==> config.mk <==
export PLATFORM = sky130hd
export DESIGN_NAME = fraction_multiply_reduce
export DESIGN_NICKNAME = d
export VERILOG_FILES = /design/src/design/fmr_pkg.sv /design/src/design/fraction_multiply_reduce.sv
export SDC_FILE = /design/constraint.sdc
export NUM_CORES = 2
export LEC_CHECK = 0
export BUFFER_PORTS_ARGS = -buffer_cell sky130_fd_sc_hd__buf_4
export CAP_MARGIN = 20
export CORE_MARGIN = 1
export CORE_UTILIZATION = 30
export CTS_CLUSTER_SIZE = 12
export DETAILED_ROUTE_END_ITERATION = 8
export PLACE_DENSITY_LB_ADDON = 0.08
export SETUP_SLACK_MARGIN = 0.5
export SYNTH_ARGS = -nofsm -noshare
export SYNTH_HDL_FRONTEND = slang
export SYNTH_SLANG_ARGS = --single-unit
==> constraint.sdc <==
create_clock -name clk -period 20.7 [get_ports clk]
set_clock_uncertainty 0.1 [all_clocks]
set_input_delay 3.105 -clock clk [delete_from_list [all_inputs] [get_ports clk]]
set_output_delay 3.105 -clock clk [all_outputs]
set_load 0.03 [all_outputs]
==> src/design/fmr_pkg.sv <==
package fmr_pkg;

  // Field widths
  localparam int unsigned ARG_W = 32;
  localparam int unsigned MAG_W = 64;

  // Stream payload widths
  localparam int unsigned IN_TDATA_W  = 5 * ARG_W;
  localparam int unsigned OUT_TDATA_W = 2 * MAG_W;

  // Divider step counter width
  localparam int unsigned CNT_W = $clog2(MAG_W);

  // Operation selector codes
  localparam logic FUNC_FRAC = 1'b0;
  localparam logic FUNC_INT  = 1'b1;

  // Magnitude of a two's complement argument, as unsigned
  function automatic logic [ARG_W-1:0] arg_mag(input logic [ARG_W-1:0] x);
    arg_mag = x[ARG_W-1] ? (~x + 1'b1) : x;
  endfunction

  // Apply a sign to a magnitude
  function automatic logic [MAG_W-1:0] with_sign(input logic [MAG_W-1:0] m,
                                                  input logic neg);
    with_sign = neg ? (~m + 1'b1) : m;
  endfunction

endpackage

==> src/design/fraction_multiply_reduce.sv <==
// A zero denominator or zero numerator skips the divider; otherwise every Euclid
// remainder and both final quotients go through one shared restoring divider at
// one bit a cycle.
// Throughput: one item at a time; the next item is taken once the result is in
// the output register, which holds while m_tready is low. Reset: rst, synchronous,
// active high, clears the sequencer and the output valid; payload is not reset.
module fraction_multiply_reduce (
  input  logic                            clk,
  input  logic                            rst,
  // fields from bit 0: num_a[31:0], den_a[63:32], num_b[95:64], den_b[127:96],
  // integer_factor[159:128]
  input  logic [fmr_pkg::IN_TDATA_W-1:0]  s_tdata,
  // fields from bit 0: func
  input  logic                            s_tuser,
  input  logic                            s_tvalid,
  output logic                            s_tready,
  // fields from bit 0: num_out[63:0], den_out[127:64]
  output logic [fmr_pkg::OUT_TDATA_W-1:0] m_tdata,
  // fields from bit 0: invalid_denominator
  output logic                            m_tuser,
  output logic                            m_tvalid,
  input  logic                            m_tready
);
  import fmr_pkg::*;

  typedef enum logic [2:0] {
    IDLE, MUL_N, MUL_D, CHECK, GCD_TEST, DIV, FINISH
  } state_t;

  typedef enum logic [1:0] {
    PH_MOD, PH_DIVN, PH_DIVD
  } phase_t;

  state_t state;
  phase_t phase;

  // Operand registers
  logic             func;
  logic [ARG_W-1:0] ma, mda, mb, mdb;
  logic             nneg, dneg;
  logic [MAG_W-1:0] nmag, dmag;
  logic             res_inv;

  // Euclid registers
  logic [MAG_W-1:0] ga, gb;

  // Shared divider
  logic [MAG_W-1:0] quot, rem, dvs;
  logic [CNT_W-1:0] cnt;
  logic [MAG_W:0]   rem_sh;
  logic             fits;
  logic [MAG_W:0]   rem_diff;

  // Shared multiplier
  logic [ARG_W-1:0] mul_l;
  logic [ARG_W-1:0] mul_r;
  logic [MAG_W-1:0] product;

  logic             out_load;

  logic [ARG_W-1:0] in_na, in_da, in_nb, in_db, in_fi;

  assign in_na = s_tdata[ARG_W-1:0];
  assign in_da = s_tdata[2*ARG_W-1:ARG_W];
  assign in_nb = s_tdata[3*ARG_W-1:2*ARG_W];
  assign in_db = s_tdata[4*ARG_W-1:3*ARG_W];
  assign in_fi = s_tdata[5*ARG_W-1:4*ARG_W];

  assign s_tready = (state == IDLE);

  // Pick the multiplier operands: numerators first, then denominators
  assign mul_l   = (state == MUL_N) ? ma : mda;
  assign mul_r   = (state == MUL_N) ? mb : mdb;
  assign product = MAG_W'(mul_l) * MAG_W'(mul_r);

  // One restoring division step
  assign rem_sh   = {rem, quot[MAG_W-1]};
  assign fits     = (rem_sh >= {1'b0, dvs});
  assign rem_diff = rem_sh - {1'b0, dvs};

  // Load the output register when a result is ready and the slot is free
  assign out_load = (state == FINISH) && (!m_tvalid || m_tready);

  always_ff @(posedge clk) begin
    if (rst) begin
      state    <= IDLE;
      phase    <= PH_MOD;
      m_tvalid <= 1'b0;
    end else begin
      // Raise valid on a new result, drop it once taken
      if (out_load) begin
        m_tvalid <= 1'b1;
      end else if (m_tready) begin
        m_tvalid <= 1'b0;
      end
      unique case (state)
        IDLE: begin
          if (s_tvalid) begin
            func  <= s_tuser;
            ma    <= arg_mag(in_na);
            mda   <= arg_mag(in_da);
            nneg  <= in_na[ARG_W-1] ^
                     ((s_tuser == FUNC_INT) ? in_fi[ARG_W-1] : in_nb[ARG_W-1]);
            dneg  <= in_da[ARG_W-1] ^
                     ((s_tuser == FUNC_INT) ? 1'b0 : in_db[ARG_W-1]);
            mb    <= (s_tuser == FUNC_INT) ? arg_mag(in_fi) : arg_mag(in_nb);
            mdb   <= arg_mag(in_db);
            state <= MUL_N;
          end
        end
        MUL_N: begin
          nmag  <= product;
          state <= MUL_D;
        end
        MUL_D: begin
          dmag  <= (func == FUNC_INT) ? MAG_W'(mda) : product;
          state <= CHECK;
        end
        CHECK: begin
          // Zero denominator flags, zero numerator skips reduction
          res_inv <= (dmag == '0);
          ga      <= nmag;
          gb      <= dmag;
          if (dmag == '0 || nmag == '0) begin
            state <= FINISH;
          end else begin
            state <= GCD_TEST;
          end
        end
        GCD_TEST: begin
          // Start the next remainder, or divide the numerator by the gcd
          rem <= '0;
          cnt <= '0;
          if (gb == '0) begin
            quot  <= nmag;
            dvs   <= ga;
            phase <= PH_DIVN;
          end else begin
            quot  <= ga;
            dvs   <= gb;
            phase <= PH_MOD;
          end
          state <= DIV;
        end
        DIV: begin
          if (cnt == CNT_W'(MAG_W - 1)) begin
            unique case (phase)
              PH_MOD: begin
                ga    <= gb;
                gb    <= fits ? rem_diff[MAG_W-1:0] : rem_sh[MAG_W-1:0];
                state <= GCD_TEST;
              end
              PH_DIVN: begin
                nmag  <= {quot[MAG_W-2:0], fits};
                quot  <= dmag;
                rem   <= '0;
                cnt   <= '0;
                phase <= PH_DIVD;
                state <= DIV;
              end
              PH_DIVD: begin
                dmag  <= {quot[MAG_W-2:0], fits};
                state <= FINISH;
              end
              default: state <= FINISH;
            endcase
          end else begin
            // Shift in one quotient bit
            quot <= {quot[MAG_W-2:0], fits};
            rem  <= fits ? rem_diff[MAG_W-1:0] : rem_sh[MAG_W-1:0];
            cnt  <= cnt + 1'b1;
          end
        end
        FINISH: begin
          // Load the output register once it is free
          if (out_load) begin
            m_tuser <= res_inv;
            if (res_inv) begin
              m_tdata <= '0;
            end else begin
              m_tdata <= {with_sign(dmag, dneg), with_sign(nmag, nneg)};
            end
            state <= IDLE;
          end
        end
        default: state <= IDLE;
      endcase
    end
  end

endmodule
Word-level counts from Yosys, hierarchy flattened

Cells that the tools add are included.

Add/subtract/negate cells: 9
$mul: 1
Order comparisons: 1
Equal/unequal tests: 16
Mux-type cells: 49
Bitwise logic cells: 10
Reduce and logical (&&, ||, !) cells: 24

Operators by type and width:

| operator                                                         | number |
|---|---|
| 64-bit two-way mux                                               | 18 |
| 64-bit case mux with 2 select lines                              | 6 |
| 64-bit logical NOT                                               | 3 |
| 32-bit by 1-bit adder with 32-bit output (second input constant) | 5 |
| 32-bit two-way mux                                               | 5 |
| 32-bit NOT                                                       | 5 |
| 64-bit by 1-bit adder with 64-bit output (second input constant) | 2 |
| 64-bit NOT                                                       | 2 |
| 31-bit two-way mux                                               | 3 |
| 65-bit by 64-bit >= comparator with 1-bit output                 | 1 |
| 32-bit by 32-bit multiplier with 64-bit output                   | 1 |
| 64-bit subtractor                                                | 1 |
| 3-bit case mux with 7 select lines                               | 1 |
| 3-bit AND reduction                                              | 5 |
| 6-bit two-way mux                                                | 2 |
| 6-bit case mux with 2 select lines                               | 1 |
| 4-bit AND reduction                                              | 3 |
| 2-bit nonzero test                                               | 5 |
| 3-bit == test (second input constant)                            | 3 |
| 3-bit two-way mux                                                | 3 |
| 2-bit case mux with 2 select lines                               | 2 |
| 6-bit by 1-bit adder with 6-bit output (second input constant)   | 1 |
| 3-bit by 2-bit == test with 1-bit output (second input constant) | 2 |
| 6-bit == test (second input constant)                            | 1 |
| other kinds (16)                                                 | 29 |

Bits in registers: 721
Input bits: 165
Output and inout bits: 131
Logic and storage cells: 134

Depth between registers and ports, before layout

Word-level depth: 5
Mapped depth: 34
Depth with buffers taken out: 29

Worst setup path after synthesis

OpenSTA, ideal clock, no wires.

Path kind: input to register
Start: in rst
End: reg ga[0] (enable)
Library setup time: 0.974 ns
Arrival time: 16.105 ns
Data required time: 19.626 ns
Path slack: 3.520 ns
Cell stages on the path: 1
Buffers on the path: 0
Cell sequence: nor4b_1

Longest elaborated chain between the ends: 2

Ends and longest elaborated chain:

| element                              | line                            | text |
|---|---|---|
| from (decl)                          | fraction_multiply_reduce.sv:9   | `input logic rst,` |
| 1-bit NOT (no source line)           | -                               |  |
| 4-bit AND reduction (no source line) | -                               |  |
| to (signal assigned)                 | fraction_multiply_reduce.sv:122 | `ga <= nmag;` |
| to (signal assigned)                 | fraction_multiply_reduce.sv:149 | `ga <= gb;` |
| to (decl)                            | fraction_multiply_reduce.sv:45  | `logic [MAG_W-1:0] ga, gb;` |

No other way between the ends.
A chain may end at the register's enable or synchronous reset.

Final worst setup path

Start: reg state[0]
End: reg nmag[59] (data pin)

Longest elaborated chain between the ends: 4
Elaborated cells between the ends (all ways): 6
Those cells by class: mul: 1; eq/ne: 2; mux: 3

Ends and longest elaborated chain:

| element                                        | line                                                                                           | text |
|---|---|---|
| from (decl)                                    | fraction_multiply_reduce.sv:34                                                                 | `state_t state;` |
| from (signal assigned)                         | fraction_multiply_reduce.sv:86                                                                 | `state <= IDLE;` |
| from (signal assigned)                         | fraction_multiply_reduce.sv:108                                                                | `state <= MUL_N;` |
| from (signal assigned)                         | fraction_multiply_reduce.sv:113                                                                | `state <= MUL_D;` |
| 3-bit by 1-bit == test with 1-bit output       | fraction_multiply_reduce.sv:72, fraction_multiply_reduce.sv:73, fraction_multiply_reduce.sv:96 |  |
| 32-bit two-way mux, on equally long branches   | fraction_multiply_reduce.sv:72, fraction_multiply_reduce.sv:73                                 |  |
| 32-bit by 32-bit multiplier with 64-bit output | fraction_multiply_reduce.sv:74                                                                 | `assign product = MAG_W'(mul_l) * MAG_W'(mul_r);` |
| 64-bit case mux with 2 select lines *          | fraction_multiply_reduce.sv:96                                                                 | `unique case (state)` |
| to (signal assigned)                           | fraction_multiply_reduce.sv:112                                                                | `nmag <= product;` |
| to (signal assigned)                           | fraction_multiply_reduce.sv:154                                                                | `nmag <= {quot[MAG_W-2:0], fits};` |
| to (decl)                                      | fraction_multiply_reduce.sv:41                                                                 | `logic [MAG_W-1:0] nmag, dmag;` |

Every way passes the cells marked *; elsewhere a longest branch is shown, timed or not.

==> results.txt <==
Pin count of the biggest net entering global routing = 135
Clk sink count = 721
H-tree depth = 3
Hold Buf Count CTS = 0
Post-CTS sizing = 0
Critical Path AT = 12.80 ns
Vias per inst = 5.06
EDFF count, synth = 715
Critical Path RT = 21.04 ns
Die Y = 492 um
Worst setup EP type = flop
Worst slew pin tran = 1.17 ns
Clock Latency Late Sink = 0.75 ns
DRT Wirelength = 271000 um
Proportion of layout cells with a drive suffix above 1 = 8.95%
PortBufs = 295
Cell Rows = 179
Starting Density = 30.2%
Nets = 9092
Final setup viols = 0
CP startpoint kind = flop
RSZ-0062 raised after global routing = no
Max-Cap Viols = 0
Initial drt markers = 4681
CTS tree = yes
I/O Pins = 296
First-pass GRT wire length = 397000 um
Initial antenna violation count = 10
Main synth FF type = edfxtp_1
Root buffer cell = clkbuf_16
Max clock buf depth = 3
Grt total ovfl = 0
Outcome = finished, violations left
Area grow syn2layout = 12.1%
Highest Clock Rate = 0.0803 GHz
CTS Buf Count = 89
Largest stage delay, worst path = 0.87 ns
Worst Path Max Fanout = 51
Syn Nets = 8984
Clk slew on worst S/H paths = 0.06 ns
Cells after Synth = 7587
Wirelength per Cell = 24.8 um
Die Wd = 492 um
Fin. Hold Viols = 0
Via Count = 55300
Drt first pass iters = 9
Antenna-violating nets left = 0
Hpwl dp = 210000 um
GRT Total Usage = 22.3%
Crit path top cell by count = fa_1
Vias in the first global route = 56800
Fin util = 33.9%
Slowest CP cell = mux2_2
Post-Syn Area per Cell = 9.48 um^2
Post-synthesis cell area = 71900 um^2
Crit path time final = 12.46 ns
Setup_tns = 0 ns
Slew headroom = 20.9%
Core footprint = 238000 um^2
Die ar. = 242000 um^2
RePlAce Congestion = 0.894
Period utilization = 60.2%
Syn. warnings = 0
Yosys cell types = 79
Final Max Tran Viols = 0
Setup bufs post-CTS = 0
Synthesis-stage register bit count = 721
Critical path class = reg2reg
Register area share after synthesis = 30.0%
Failing checks = DRC
Worst hold path type = reg2reg
# DRC = 46
Fillers = 24600
Ys async rst share = 0%
[synthesized netlist by cell type (55+ instances only)]
| library cell | n | area [um^2] |
|---|---|---|
| a211oi_1 | 75 | 563 |
| a21o_1 | 113 | 848 |
| a21oi_1 | 224 | 1120 |
| a31oi_1 | 78 | 488 |
| clkbuf_1 | 364 | 1370 |
| edfxtp_1 | 715 | 21500 |
| fa_1 | 897 | 18000 |
| ha_1 | 335 | 4190 |
| inv_1 | 988 | 3710 |
| mux2_2 | 64 | 721 |
| mux2i_1 | 87 | 871 |
| nand2_1 | 1148 | 4310 |
| nand3_1 | 63 | 315 |
| nand4_1 | 55 | 344 |
| nor2_1 | 927 | 3480 |
| nor2b_1 | 82 | 513 |
| o21ai_0 | 404 | 2020 |
| o31ai_1 | 92 | 691 |
| xnor2_1 | 198 | 1730 |
| xor2_1 | 199 | 1740 |
[critical path: cells and delay by family (launching register included)]
family	cells	cell delay, ns
buffers and inverters	6	2.16
DFF	1	0.52
AOI/OAI and AO/OA	5	1.45
muxes	1	0.87
adders and majority gates	9	4.40
xor gates and xnor gates	1	0.16
and+or+nand+nor	7	2.34
[final timing paths]
kind,from,end,slack [ns],cells past startpoint
max,state[0],nmag[59],8.24,29
min,ga[2],dvs[2],0.45,1
max reg2reg,state[0],nmag[59],8.24,29
min reg2reg,ga[2],dvs[2],0.45,1
[metal layers]
layer	track usage (%)	wire (um)
met5	0	0
met1	31.8	126000
met3	2.80	15100
met4	7.80	10100
met2	34.8	121000
[cell type report]
| cell class | count | area, um^2 | share of cell area, % |
|---|---|---|---|
| multi-input combinational | 5482 | 45500 | 56.4 |
| sequential | 721 | 21600 | 26.8 |
| tap | 3167 | 3960 | 4.91 |
| inverter | 989 | 3710 | 4.60 |
| timing repair buffer | 412 | 3110 | 3.85 |
| clock buffer | 108 | 2320 | 2.88 |
| clock inverter | 52 | 479 | 0.594 |
| antenna | 3 | 7.51 | 0.00931 |
[registers in the layout, indices dropped and copies added, names as in the netlist, 2 cells and up]
| name | cells |
|---|---|
| dvs | 64 |
| cnt | 6 |
| m_tdata | 128 |
| mda | 32 |
| ga | 64 |
| rem | 64 |
| mb | 32 |
| gb | 64 |
| ma | 32 |
| nmag | 64 |
| quot | 64 |
| phase | 2 |
| dmag | 64 |
| state | 3 |
| mdb | 32 |
[cells in the final DEF (no fill, tap or decap), types with 11 or more instances in the layout]
cell type,count
o41ai_1,36
nor2b_1,81
xnor2_1,198
or3_1,39
a21o_1,113
nand2_1,1146
edfxtp_1,715
or4_1,39
nor2_1,926
nand4_1,55
nor3_1,51
nor4_1,39
and3_1,23
o21a_1,17
fa_1,897
mux2_2,64
inv_1,988
clkinv_1,21
o211ai_1,17
a21oi_1,223
and2_1,11
a211oi_1,75
buf_4,411
a31oi_1,78
nand2b_1,25
o21bai_1,36
ha_1,335
o21ai_0,404
o31ai_1,91
nand3_1,62
clkbuf_16,90
xor2_1,199
mux2i_1,38
clkbuf_1,18
mux2i_2,41
[through the flow]
stage | worst slack [ns] | hold WS, ns | cells | instance area [um^2]
finish | 8.24 | 0.450 | 10900 | 80600
global route | 7.69 | 0.462 | 10900 | 80600
CTS | 8.15 | 0.444 | 10900 | 80600
detailed placement | 8.14 | 0.425 | 10800 | 77800
global placement | 8.18 | 0.431 | 10800 | 77800
floorplan | 3.52 | 0.346 | 7587 | 71900
[cell families after synthesis]
logic type | share of synthesized area, %
muxes | 2.21
AOI/OAI and AO/OA | 9.90
xor gates and xnor gates | 4.83
DFF | 30.0
and+or+nand+nor | 15.0
adders and majority gates | 30.8
buffers and inverters | 7.25
Power is not shown: default switching activity piles up to over one toggle a cycle in this logic, so the estimate is an artifact.
